<file path="config.mk">
export PLATFORM = sky130hd
export DESIGN_NAME = text_console_cursor_engine
export DESIGN_NICKNAME = d
export VERILOG_FILES = /design/src/rtl/core/tcce_pkg.sv /design/src/rtl/core/text_console_cursor_engine.sv
export VERILOG_INCLUDE_DIRS = /design/src /design/src/rtl/core
export SDC_FILE = /design/constraint.sdc
export NUM_CORES = 1
export LEC_CHECK = 0
export ABC_CLOCK_PERIOD_IN_PS = 10200
export BUFFER_PORTS_ARGS = -buffer_cell sky130_fd_sc_hd__clkbuf_2
export CORE_MARGIN = 2
export CORE_UTILIZATION = 40
export CTS_BUF_LIST = sky130_fd_sc_hd__clkbuf_8
export CTS_CLUSTER_DIAMETER = 80
export DETAILED_ROUTE_END_ITERATION = 10
export GPL_TIMING_DRIVEN = 1
export SYNTH_ARGS = -nofsm -noshare
export SYNTH_HDL_FRONTEND = slang
export SYNTH_SLANG_ARGS = --single-unit
</file>
<file path="constraint.sdc">
create_clock -name clk -period 10.2 [get_ports clk]
set_input_delay 3.06 -clock clk [delete_from_list [all_inputs] [get_ports clk]]
set_output_delay 3.06 -clock clk [all_outputs]
set_load 0.01 [all_outputs]
</file>
<file path="src/rtl/core/text_console_cursor_engine_assert.svh">
// Assertion macros for the text console cursor engine.
// Included by the top level; depends on nothing else.
`ifndef TEXT_CONSOLE_CURSOR_ENGINE_ASSERT_SVH
`define TEXT_CONSOLE_CURSOR_ENGINE_ASSERT_SVH

// The consequent must hold in the same cycle as the antecedent.
`define TCCE_ASSERT_NOW(lbl, clk_sig, rstn_sig, ante, cons, msg) \
    lbl: assert property (@(posedge clk_sig) disable iff (!rstn_sig) \
        (ante) |-> (cons)) else $error(msg);

// The consequent must hold in the cycle after the antecedent.
`define TCCE_ASSERT_NEXT(lbl, clk_sig, rstn_sig, ante, cons, msg) \
    lbl: assert property (@(posedge clk_sig) disable iff (!rstn_sig) \
        (ante) |=> (cons)) else $error(msg);

`endif

</file>
<file path="src/rtl/core/tcce_pkg.sv">
// Shared types and constants of the text console cursor engine.
// Used by text_console_cursor_engine; depends on nothing else.
package tcce_pkg;

    // Drawing command codes.
    typedef enum logic [1:0] {
        CMD_FILL_CELL   = 2'd0,
        CMD_GLYPH       = 2'd1,
        CMD_SCROLL      = 2'd2,
        CMD_FILL_SCREEN = 2'd3
    } cmd_t;

    // Configuration register indexes.
    typedef enum logic [2:0] {
        CFG_ENABLE      = 3'd0,
        CFG_COLUMNS     = 3'd1,
        CFG_ROWS_COUNT  = 3'd2,
        CFG_FORE_COLOUR = 3'd3,
        CFG_BACK_COLOUR = 3'd4
    } cfg_index_t;

    // Control characters.
    localparam logic [7:0] CH_BS    = 8'd8;
    localparam logic [7:0] CH_TAB   = 8'd9;
    localparam logic [7:0] CH_LF    = 8'd10;
    localparam logic [7:0] CH_CR    = 8'd13;
    localparam logic [7:0] CH_SPACE = 8'd32;

    localparam logic [8:0] TAB_STEP = 9'd4;
    localparam logic [8:0] TAB_MASK = ~(TAB_STEP - 9'd1);

    // Register reset values.
    localparam logic [7:0]  RST_COLUMNS     = 8'd80;
    localparam logic [7:0]  RST_ROWS_COUNT  = 8'd25;
    localparam logic [31:0] RST_FORE_COLOUR = 32'hFFC8C8C8;
    localparam logic [31:0] RST_BACK_COLOUR = 32'hFF101418;

    // Most commands one item can cause.
    localparam int unsigned MAX_CMDS = 3;
    localparam logic [1:0]  MAX_CMDS_CNT = 2'd3;

    // Output tdata: 72 payload bits, already whole bytes.
    localparam int unsigned OUT_DATA_W = 72;

    // One drawing command waiting to go out.
    typedef struct packed {
        cmd_t        command;
        logic [7:0]  cell_col;
        logic [7:0]  cell_row;
        logic [7:0]  glyph;
        logic [31:0] colour;
    } cmd_entry_t;

endpackage

</file>
<file path="src/rtl/core/text_console_cursor_engine.sv">
// Top level of the text console cursor engine: cursor state, command builder
// and output serializer. Depends on tcce_pkg and text_console_cursor_engine_assert.svh.

// Each accepted item is decoded combinationally into zero to three drawing
// commands, which go into a small command buffer; the output register then
// sends them one per cycle while the receiver is ready. An item that causes
// several commands holds off the next item while the output register drains
// the buffer (a printable character with a scroll causes three). The next
// item is taken once the buffer is empty or its last command moves into the
// output register, even while that command then waits there. Items that
// arrive while enable is low are taken and dropped without touching the
// cursor. Configuration writes must happen while idle.
`include "text_console_cursor_engine_assert.svh"

module text_console_cursor_engine (
    input  logic        clk,
    input  logic        rst_n,
    // Configuration write port.
    input  logic        cfg_we,
    input  logic [2:0]  cfg_index,
    input  logic [31:0] cfg_data,
    // Input stream.
    input  logic        s_axis_tvalid,
    output logic        s_axis_tready,
    input  logic [7:0]  s_axis_tdata,   // [7:0] char_code
    input  logic        s_axis_tuser,   // [0] op
    // Output stream.
    output logic        m_axis_tvalid,
    input  logic        m_axis_tready,
    output logic [1:0]  m_axis_tuser,   // [1:0] command
    // [7:0] cell_col, [15:8] cell_row, [23:16] glyph, [55:24] colour,
    // [63:56] cursor_col_after, [71:64] cursor_row_after
    output logic [tcce_pkg::OUT_DATA_W-1:0] m_axis_tdata,
    output logic        m_axis_tlast
);
    import tcce_pkg::*;

    // Configuration registers.
    logic        enable_reg;
    logic [7:0]  columns_reg;
    logic [7:0]  rows_count_reg;
    logic [31:0] fore_colour_reg;
    logic [31:0] back_colour_reg;

    // Cursor state.
    logic [7:0]  cursor_col_reg, cursor_col_next;
    logic [7:0]  cursor_row_reg, cursor_row_next;

    // Command buffer.
    cmd_entry_t  bundle_reg [MAX_CMDS];
    cmd_entry_t  bundle_next [MAX_CMDS];
    logic [1:0]  bundle_cnt_reg, bundle_cnt_next;
    logic [7:0]  bundle_col_reg, bundle_col_next;
    logic [7:0]  bundle_row_reg, bundle_row_next;

    // Output register.
    logic        m_valid_reg, m_valid_next;
    cmd_entry_t  m_entry_reg, m_entry_next;
    logic [7:0]  m_col_after_reg, m_col_after_next;
    logic [7:0]  m_row_after_reg, m_row_after_next;
    logic        m_last_reg, m_last_next;

    // Decode results.
    logic [7:0]  cols_eff;
    logic [7:0]  rows_eff;
    logic [8:0]  col_w;
    logic [8:0]  row_w;
    cmd_entry_t  char_cmd [2];
    logic [1:0]  n_char;
    logic        scroll;
    cmd_entry_t  slot [MAX_CMDS];
    logic [1:0]  n_total;

    logic        out_load;
    logic        pop;
    logic        in_fire;
    logic        in_take;

    // Handshake.
    assign out_load      = !m_valid_reg || m_axis_tready;
    assign pop           = out_load && (bundle_cnt_reg != 2'd0);
    assign s_axis_tready = (bundle_cnt_reg == 2'd0) || ((bundle_cnt_reg == 2'd1) && out_load);
    assign in_fire       = s_axis_tvalid && s_axis_tready;
    assign in_take       = in_fire && enable_reg;

    // Decode one item into cursor movement and commands.
    always_comb
    begin
        cols_eff = (columns_reg == 8'd0) ? 8'd1 : columns_reg;
        rows_eff = (rows_count_reg == 8'd0) ? 8'd1 : rows_count_reg;
        col_w    = {1'b0, cursor_col_reg};
        row_w    = {1'b0, cursor_row_reg};
        n_char   = 2'd0;
        scroll   = 1'b0;
        for (int i = 0; i < 2; i++)
        begin
            char_cmd[i] = '{command: CMD_FILL_CELL, cell_col: 8'd0, cell_row: 8'd0,
                            glyph: 8'd0, colour: back_colour_reg};
        end

        if (s_axis_tuser)
        begin
            char_cmd[0].command = CMD_FILL_SCREEN;
            n_char = 2'd1;
            col_w  = 9'd0;
            row_w  = 9'd0;
        end
        else
        begin
            unique case (s_axis_tdata)
                CH_LF:
                begin
                    col_w = 9'd0;
                    row_w = row_w + 9'd1;
                end
                CH_CR:
                begin
                    col_w = 9'd0;
                end
                CH_BS:
                begin
                    if (col_w != 9'd0)
                    begin
                        col_w = col_w - 9'd1;
                        char_cmd[0].cell_col = col_w[7:0];
                        char_cmd[0].cell_row = row_w[7:0];
                        n_char = 2'd1;
                    end
                end
                CH_TAB:
                begin
                    col_w = (col_w + TAB_STEP) & TAB_MASK;
                    if (col_w >= {1'b0, cols_eff})
                    begin
                        col_w = 9'd0;
                        row_w = row_w + 9'd1;
                    end
                end
                default:
                begin
                    char_cmd[0].cell_col = col_w[7:0];
                    char_cmd[0].cell_row = row_w[7:0];
                    char_cmd[1] = '{command: CMD_GLYPH, cell_col: col_w[7:0],
                                    cell_row: row_w[7:0], glyph: s_axis_tdata,
                                    colour: fore_colour_reg};
                    n_char = (s_axis_tdata == CH_SPACE) ? 2'd1 : 2'd2;
                    col_w  = col_w + 9'd1;
                    if (col_w >= {1'b0, cols_eff})
                    begin
                        col_w = 9'd0;
                        row_w = row_w + 9'd1;
                    end
                end
            endcase

            // Past the last row: scroll and stay on the last row.
            if (row_w >= {1'b0, rows_eff})
            begin
                scroll = 1'b1;
                row_w  = {1'b0, rows_eff - 8'd1};
            end
        end

        cursor_col_next = col_w[7:0];
        cursor_row_next = row_w[7:0];
        n_total = n_char + {1'b0, scroll};

        // Place the character commands first and the scroll behind them.
        for (int i = 0; i < MAX_CMDS; i++)
        begin
            if (i < 2 && 2'(i) < n_char)
                slot[i] = char_cmd[(i < 2) ? i : 0];
            else
                slot[i] = '{command: CMD_SCROLL, cell_col: 8'd0, cell_row: 8'd0,
                            glyph: 8'd0, colour: back_colour_reg};
        end
    end

    // Command buffer: shift out on a pop, reload on a taken item.
    always_comb
    begin
        bundle_next     = bundle_reg;
        bundle_cnt_next = bundle_cnt_reg;
        bundle_col_next = bundle_col_reg;
        bundle_row_next = bundle_row_reg;
        if (pop)
        begin
            bundle_next[0]  = bundle_reg[1];
            bundle_next[1]  = bundle_reg[2];
            bundle_cnt_next = bundle_cnt_reg - 2'd1;
        end
        if (in_take)
        begin
            bundle_next     = slot;
            bundle_cnt_next = n_total;
            bundle_col_next = cursor_col_next;
            bundle_row_next = cursor_row_next;
        end
    end

    // Output register load.
    always_comb
    begin
        m_valid_next     = m_valid_reg;
        m_entry_next     = m_entry_reg;
        m_col_after_next = m_col_after_reg;
        m_row_after_next = m_row_after_reg;
        m_last_next      = m_last_reg;
        if (out_load)
        begin
            m_valid_next     = (bundle_cnt_reg != 2'd0);
            m_entry_next     = bundle_reg[0];
            m_col_after_next = bundle_col_reg;
            m_row_after_next = bundle_row_reg;
            m_last_next      = (bundle_cnt_reg == 2'd1);
        end
    end

    // Configuration writes.
    always_ff @(posedge clk or negedge rst_n)
    begin
        if (!rst_n)
        begin
            enable_reg      <= 1'b0;
            columns_reg     <= RST_COLUMNS;
            rows_count_reg  <= RST_ROWS_COUNT;
            fore_colour_reg <= RST_FORE_COLOUR;
            back_colour_reg <= RST_BACK_COLOUR;
        end
        else if (cfg_we)
        begin
            unique case (cfg_index)
                CFG_ENABLE:      enable_reg      <= cfg_data[0];
                CFG_COLUMNS:     columns_reg     <= cfg_data[7:0];
                CFG_ROWS_COUNT:  rows_count_reg  <= cfg_data[7:0];
                CFG_FORE_COLOUR: fore_colour_reg <= cfg_data;
                CFG_BACK_COLOUR: back_colour_reg <= cfg_data;
                default:         ;
            endcase
        end
    end

    // Control state.
    always_ff @(posedge clk or negedge rst_n)
    begin
        if (!rst_n)
        begin
            cursor_col_reg <= 8'd0;
            cursor_row_reg <= 8'd0;
            bundle_cnt_reg <= 2'd0;
            m_valid_reg    <= 1'b0;
        end
        else
        begin
            if (in_take)
            begin
                cursor_col_reg <= cursor_col_next;
                cursor_row_reg <= cursor_row_next;
            end
            bundle_cnt_reg <= bundle_cnt_next;
            m_valid_reg    <= m_valid_next;
        end
    end

    // Payload registers.
    always_ff @(posedge clk)
    begin
        bundle_reg      <= bundle_next;
        bundle_col_reg  <= bundle_col_next;
        bundle_row_reg  <= bundle_row_next;
        m_entry_reg     <= m_entry_next;
        m_col_after_reg <= m_col_after_next;
        m_row_after_reg <= m_row_after_next;
        m_last_reg      <= m_last_next;
    end

    // Output ports.
    assign m_axis_tvalid = m_valid_reg;
    assign m_axis_tlast  = m_last_reg;
    assign m_axis_tuser  = m_entry_reg.command;
    assign m_axis_tdata  = {m_row_after_reg, m_col_after_reg,
                            m_entry_reg.colour, m_entry_reg.glyph,
                            m_entry_reg.cell_row, m_entry_reg.cell_col};

    // Checks on the buffer and the cursor.
    `TCCE_ASSERT_NOW(a_cnt_bound, clk, rst_n, 1'b1,
        bundle_cnt_reg <= MAX_CMDS_CNT, "command buffer overflow")
    `TCCE_ASSERT_NEXT(a_burst_cont, clk, rst_n,
        m_axis_tvalid && m_axis_tready && !m_axis_tlast, m_axis_tvalid,
        "gap inside a command burst")
    `TCCE_ASSERT_NEXT(a_row_bound, clk, rst_n, in_take && !s_axis_tuser,
        cursor_row_reg != 8'd255, "cursor row past last row")
    `TCCE_ASSERT_NEXT(a_clear_home, clk, rst_n, in_take && s_axis_tuser,
        cursor_col_reg == 8'd0 && cursor_row_reg == 8'd0, "clear did not home cursor")

endmodule

</file>
==> impl_metrics.py, run 1 <==
metrics = {
    "synth": {
        "synth-edff-count": 239,
        "synth_top_area_share_pct": 49.3,
        "yosys-top-cells-area": "edfxtp_1 (49%), dfrtp_1 (11%), dfstp_2 (6.3%)",
        "yosys_register_bits": 339,
        "netlist_area_um2": 14600,
        "synth_flop_cell": "edfxtp_1",
        "yosys_warnings": 0,
        "yosysSeqAreaShare_pct": 66.8,
        "syn_nets": 1152,
        "async_reset_ff_share_pct": 29.5,
        "synth.top_cells.by_count": "edfxtp_1 (239), nand2_1 (169), mux2_2 (72), dfrtp_1 (65), o21ai_0 (57)",
        "syn_area_per_cell_um2": 13.6,
        "synth.most_common_cell": "edfxtp_1",
        "yosysUniqueCellTypes": 74,
        "synthCells": 1070,
        "synth_top_area_cell": "edfxtp_1",
    },
    "die": {
        "rows": 69,
        "die_y_um": 195,
        "start_util_pct": 40.7,
        "dieArea_um2": 37900,
        "die_x_um": 195,
        "io_pins": 126,
        "fp.coreArea_um2": 35700,
    },
    "global_route": {
        "grt_pass1_wl_mm": 48.3,
        "grt_max_degree": 77,
        "grt_use_total_pct": 16.1,
        "grt_pass1_vias": 8726,
        "grt-ovfl-total": 0,
        "antenna_found_initial": 3,
    },
    "critical_path": {
        "required_ns": 7.14,
        "cpMaxStageDelayCell": "nor2b_1",
        "critical_path.max_stage_delay_ns": 0.40,
        "start_kind": "primary input",
        "worst_ep_arrival_time_ns": 4.41,
        "endpoint_kind": "output pin",
        "path_class": "in2out",
        "cp_cell_sequence": "clkbuf_2 > nor2b_1 > clkinv_2 > a21oi_1 > inv_1 > clkbuf_2",
        "cpMostUsedCell": "clkbuf_2",
        "crit_fanout": 5,
    },
    "flow_run": {
        "cap_viol_max_count": 0,
    },
    "clock_network": {
        "cts-resized-gates": 0,
        "clkLatencyLatePin_ns": 0.62,
        "cts_buffers": 57,
        "cts_buffer_depth": 3,
        "tritoncts": "yes",
        "cts_max_level": 2,
        "postCtsSetupBuffers": 0,
        "postCtsHoldBufs": 0,
        "cts-root-buf": "clkbuf_8",
        "cts_sinks": 339,
        "clkTransAtPathRegs_ns": 0.06,
    },
    "power_and_ir_drop": {
        "swShare_pct": 30.0,
        "vdd.ir_drop.worst_mv": 0.161,
        "combPwrFrac_pct": 21.7,
        "p_leak_uw": 0.00698,
        "p_clk_share_pct": 27.4,
        "intPower_uw": 3110,
        "powerDensity_nw_per_um2": 264,
        "power_switching_uw": 1330,
        "sequentialPowerShare_pct": 50.9,
    },
    "sta": {
        "finalCriticalPeriod_ns": 7.47,
        "maxSlewViolCount": 0,
        "fin_worst_skew_ns": 0.0252,
        "slew_headroom_pct": 27.7,
        "setup_ws_ns": 2.73,
        "final-setup-viol-count": 0,
        "fin_crit_sh_pct": 73.2,
        "rsz0062_at_grt": "no",
        "tightest_slew_ns": 1.08,
        "fmax_ghz": 0.134,
        "finalSetupTns_ns": 0,
        "hold_viol": 0,
    },
    "detailed_routing": {
        "drt-pass1-iter-count": 4,
        "drc_errors": 0,
        "vias": 8718,
        "wl_per_cell_um": 17.6,
        "routed_wl_mm": 30.4,
        "via_per_inst": 5.05,
        "final_antenna_net_count": 0,
        "drtIter0Drc": 494,
    },
    "cells_and_area": {
        "finalNetCount": 1296,
        "drive_gt1_share_pct": 28.7,
        "nFillCells": 3250,
        "finalInstanceArea_um2": 16800,
        "multi_input_area_um2": 4490,
        "largest_register_ffs": 148,
        "utilization_pct": 47.1,
        "area_delta_synth_final_pct": 15.7,
        "ff_latch_area_um2": 9720,
    },
    "placement": {
        "pre_cts_ws_ns": 2.73,
        "postPlaceCellArea_um2": 15600,
        "gp_congestion": 0.832,
        "io_buffers": 125,
        "dpl.hpwl_mm": 18.6,
    },
    "run_status": {
        "outcome": "finished, final reports clean",
    },
    "worst_hold_path": {
        "hp-class": "reg2reg",
    },
}
through the flow:
step	total power, uW	instances	hold slack (ns)
after floorplan	2940	1070	0.400
after global placement	3240	1616	0.401
after detailed placement	3270	1616	0.405
after CTS	4510	1724	0.409
after global routing	4720	1724	0.417
final	4440	1725	0.407
worst max-delay path, delay by kind of cell:
family / cells / cell delay (ns)
AOI/OAI and AO/OA: 1 / 0.35
buffers and inverters: 4 / 0.59
and+or+nand+nor: 1 / 0.40
worst paths after layout:
| check | from | to | slack, ns | cells after the start |
|---|---|---|---|---|
| max reg2reg | cursor_col_reg[2] | bundle_cnt_reg[1] | 4.12 | 23 |
| min in group asynchronous | rst_n | fore_colour_reg[16] | 2.42 | 1 |
| min | bundle_reg[151] | m_axis_tdata[19] | 0.41 | 0 |
| min reg2reg | bundle_reg[151] | m_axis_tdata[19] | 0.41 | 0 |
| max | m_axis_tready | s_axis_tready | 2.73 | 6 |
| max in group asynchronous | rst_n | back_colour_reg[9] | 6.49 | 2 |
power groups by stage:
| stage | clock (uW) | combinational, uW | sequential, uW |
|---|---|---|---|
| after floorplan | 0 | 615 | 2330 |
| after global placement | 0 | 967 | 2280 |
| after detailed placement | 0 | 981 | 2290 |
| after CTS | 1260 | 985 | 2270 |
| after global routing | 1320 | 1100 | 2310 |
| final | 1220 | 966 | 2260 |
cell usage in the layout, fill, tap and decap left out, drive strengths merged, types with 2 or more instances in the layout:
cell / netlist / routed
a31o: 8 / 8
o21ai: 66 / 66
or2: 2 / 2
clkinv: 0 / 11
bufinv: 0 / 2
mux2i: 33 / 33
a32o: 2 / 2
o21a: 3 / 3
nor2: 23 / 23
and3: 8 / 8
mux2: 73 / 73
dfrtp: 65 / 65
and2: 17 / 17
a22o: 17 / 17
clkbuf: 26 / 193
a21oi: 21 / 21
inv: 39 / 64
nand2b: 4 / 4
nor2b: 19 / 19
o31ai: 7 / 7
a221o: 2 / 2
nor3: 21 / 21
ha: 33 / 33
xor2: 7 / 7
or3: 4 / 4
buf: 25 / 12
nand3: 18 / 18
a211oi: 4 / 4
nand4: 7 / 7
dfstp: 35 / 35
nor4: 4 / 4
a32oi: 9 / 9
a31oi: 6 / 6
nand2: 170 / 170
a21o: 11 / 11
nor4b: 2 / 2
a21boi: 4 / 4
xnor2: 20 / 20
edfxtp: 239 / 239
cell type report:
type	count	area share [%]
Sequential cell	339	57.8
Multi-Input combinational cell	641	26.7
Clock buffer	69	5.64
Timing Repair Buffer	136	4.22
Tap cell	461	3.43
Clock inverter	39	1.40
Inverter	39	0.892
Antenna cell	1	0.0149
cell families (layout without fill, tap and decap cells):
kind of cell	after synthesis	after routing	share of synthesized area [%]
other cells	0	1	0
xor+xnor	27	27	1.62
buf+inv	90	283	2.63
compound gates	171	171	8.05
mux	106	106	7.92
flops	339	339	66.8
fa+ha+maj	33	33	2.84
simple gates	304	304	10.1
per-layer routing:
| metal | vias to the layer above | track usage (%) | share of wire, % |
|---|---|---|---|
| li1 | 4214 | - | - |
| met1 | 4271 | 21.8 | 46 |
| met2 | 163 | 25.4 | 46 |
| met3 | 66 | 3.97 | 5.2 |
| met4 | 4 | 5.71 | 2.3 |
| met5 | - | 0 | 0.089 |
Note: power is estimated with default switching activity, not from simulation.
==> run 2: changes to the inputs <==
--- a/config.mk
+++ b/config.mk
@@ -6,7 +6,7 @@
 export SDC_FILE = /design/constraint.sdc
 export NUM_CORES = 1
 export LEC_CHECK = 0
-export ABC_CLOCK_PERIOD_IN_PS = 10200
+export ABC_CLOCK_PERIOD_IN_PS = 7500
 export BUFFER_PORTS_ARGS = -buffer_cell sky130_fd_sc_hd__clkbuf_2
 export CORE_MARGIN = 2
 export CORE_UTILIZATION = 40
==> constraint.sdc (replaced) <==
create_clock -name clk -period 7.5 [get_ports clk]
set_input_delay 2.25 -clock clk [delete_from_list [all_inputs] [get_ports clk]]
set_output_delay 2.25 -clock clk [all_outputs]
set_load 0.01 [all_outputs]
==> run 2 against run 1 <==
- clock power is 30% higher
- sequential share of layout area increased by 0.19 points
- critical path depth up 16
- global-route usage rose by 0.27 points
- register-to-register slack got worse by 2.7 ns
- combinational power grew 37%
- first-iteration DRC count increased by 5.7%
- final cell count decreased by 0.17%
- critical path type is now reg2reg
==> impl_metrics.py, run 2 (synthesized netlist as in run 1, its figures left out) <==
metrics = {
    "critical_path": {
        "crit_end": "bundle_cnt_reg[1]",
        "path_depth": 22,
        "worst_ep_arrival_time_ns": 6.60,
        "cpMaxStageDelayCell": "dfrtp_1",
        "r2r_end": "bundle_cnt_reg[1]",
        "r2r_setup_slack_ns": 1.42,
        "critPathTopFamily": "compound AO/OA/AOI/OAI gates",
        "cpMostUsedCell": "ha_1",
        "start_kind": "register",
        "path_class": "reg2reg",
        "cp-startpoint": "cursor_col_reg[2]",
        "endpoint_kind": "register",
        "required_ns": 8.03,
        "r2r_start": "cursor_col_reg[2]",
        "critical_path.max_stage_delay_ns": 0.60,
        "cp_cell_sequence": "inv_1 > nor3_1 > nand3_1 > xnor2_1 > ha_1 > and3_1 > a221o_1 > a31oi_2 > a31oi_1 > nor3_2 > mux2i_1 > inv_1 > ha_1 > a211oi_1 > o21ai_0 > a31oi_2 > nand4_4 > nand2_1 > nor2_1 > ha_1 > xor2_1 > a21oi_1",
        "rr_worst_depth": 22,
        "crit_fanout": 18,
        "crit_buf_inv": 2,
    },
    "detailed_routing": {
        "drt-pass1-iter-count": 5,
        "drc_errors": 0,
        "vias": 8708,
        "wl_per_cell_um": 17.8,
        "drtIter0Drc": 522,
        "routed_wl_mm": 30.7,
        "final_antenna_net_count": 0,
        "via_per_inst": 5.06,
    },
    "cells_and_area": {
        "area_delta_synth_final_pct": 15.3,
        "finalInstanceArea_um2": 16800,
        "finalNonFillerCells": 1722,
        "finalNetCount": 1294,
        "largest_register_ffs": 148,
        "final_common_cell": "edfxtp_1",
        "layout_common_cells": "edfxtp_1 (239), nand2_1 (168), clkbuf_2 (124)",
        "drive_gt1_share_pct": 28.2,
    },
    "die": {
        "dieArea_um2": 37900,
        "fp.coreArea_um2": 35700,
        "start_util_pct": 40.7,
        "rows": 69,
        "die_y_um": 195,
        "die_x_um": 195,
        "io_pins": 126,
    },
    "sta": {
        "final-setup-viol-count": 0,
        "rsz0062_at_grt": "no",
        "fin_crit_sh_pct": 81.0,
        "finalCriticalPeriod_ns": 6.08,
        "slew_headroom_pct": 26.9,
        "maxSlewViolCount": 0,
        "fmax_ghz": 0.165,
        "tightest_slew_ns": 1.10,
        "hold_viol": 0,
        "fin_worst_skew_ns": 0.0300,
        "finalSetupTns_ns": 0,
    },
    "clock_network": {
        "postCtsHoldBufs": 0,
        "cts-resized-gates": 0,
        "cts_buffer_depth": 3,
        "tritoncts": "yes",
        "postCtsSetupBuffers": 0,
        "clkLatencyLatePin_ns": 0.61,
        "clkTransAtPathRegs_ns": 0.06,
        "cts-root-buf": "clkbuf_8",
        "cts_max_level": 2,
        "cts_buffers": 56,
        "cts_sinks": 339,
    },
    "power_and_ir_drop": {
        "vdd.ir_drop.worst_mv": 0.148,
        "p_leak_uw": 0.00696,
        "power_uw": 5980,
        "powerDensity_nw_per_um2": 356,
    },
    "flow_run": {
        "cap_viol_max_count": 0,
    },
    "run_status": {
        "outcome": "finished, final reports clean",
    },
    "placement": {
        "dp_cells": 1615,
        "gp_congestion": 0.833,
        "postPlaceCellArea_um2": 15700,
        "io_buffers": 125,
        "dpl.hpwl_mm": 19.2,
    },
    "global_route": {
        "antenna_found_initial": 3,
        "grt-ovfl-total": 0,
        "grt_max_degree": 94,
        "grt_pass1_vias": 8689,
        "grt_pass1_wl_mm": 49.1,
        "grt_use_total_pct": 16.4,
    },
    "worst_hold_path": {
        "hp-class": "reg2reg",
        "holdPathStages": 0,
    },
}
-- run 2: cell types whose count changed in the layout (fill, tap and decap cells not counted) --
cell / before / now
bufinv_16: 2 / 1
inv_8: 1 / 0
inv_12: 0 / 1
clkinv_2: 7 / 5
buf_4: 12 / 10
clkinv_1: 3 / 5
clkinv_8: 1 / 0
inv_1: 61 / 63
clkbuf_8: 69 / 68
buf_12: 0 / 1
inv_6: 1 / 0
-- run 2: through the flow --
stage	hold slack (ns)	setup WS (ns)	utilization, %
6_report	0.413	1.42	47.0
5_1_grt	0.416	0.884	47.0
4_1_cts	0.414	1.53	46.9
3_5_place_dp	0.405	1.15	43.8
3_3_place_gp	0.401	1.25	43.8
2_1_floorplan	0.400	0.587	-
-- run 2: where the power goes --
part / leakage (uW) / switching [uW] / internal (uW) / total [uW]
combinational: 0.00278 / 837 / 483 / 1320
sequential: 0.00351 / 230 / 2840 / 3070
clock: 0.000672 / 736 / 855 / 1590
total: 0.00696 / 1800 / 4180 / 5980
-- run 2: worst min-delay path by stage --
stage,start,to,slack (ns)
3_5_place_dp,bundle_reg[118],m_axis_tdata[26],0.40
2_1_floorplan,bundle_reg[164],m_axis_tdata[0],0.40
6_report,bundle_reg[170],m_axis_tdata[6],0.41
3_3_place_gp,bundle_reg[132],m_axis_tdata[40],0.40
5_1_grt,bundle_reg[170],m_axis_tdata[6],0.42
4_1_cts,bundle_reg[118],m_axis_tdata[26],0.41
-- run 2: cell type report --
class | count | area, um^2
Antenna cell | 1 | 2.50
Clock buffer | 68 | 936
Clock inverter | 38 | 190
Fill cell | 3282 | 19000
Inverter | 39 | 150
Multi-Input combinational cell | 641 | 4490
Sequential cell | 339 | 9720
Tap cell | 461 | 577
Timing Repair Buffer | 135 | 716
-- run 2: metal layers --
| metal | vias to the layer above | track usage [%] | share of wire, % | wire length [um] |
|---|---|---|---|---|
| met1 | 4251 | 23.1 | 48 | 14600 |
| met5 | - | 0 | 0.085 | 26 |
| met4 | 4 | 5.46 | 2.2 | 674 |
| li1 | 4206 | - | - | - |
| met2 | 192 | 25.3 | 45 | 13900 |
| met3 | 55 | 3.31 | 4.7 | 1460 |
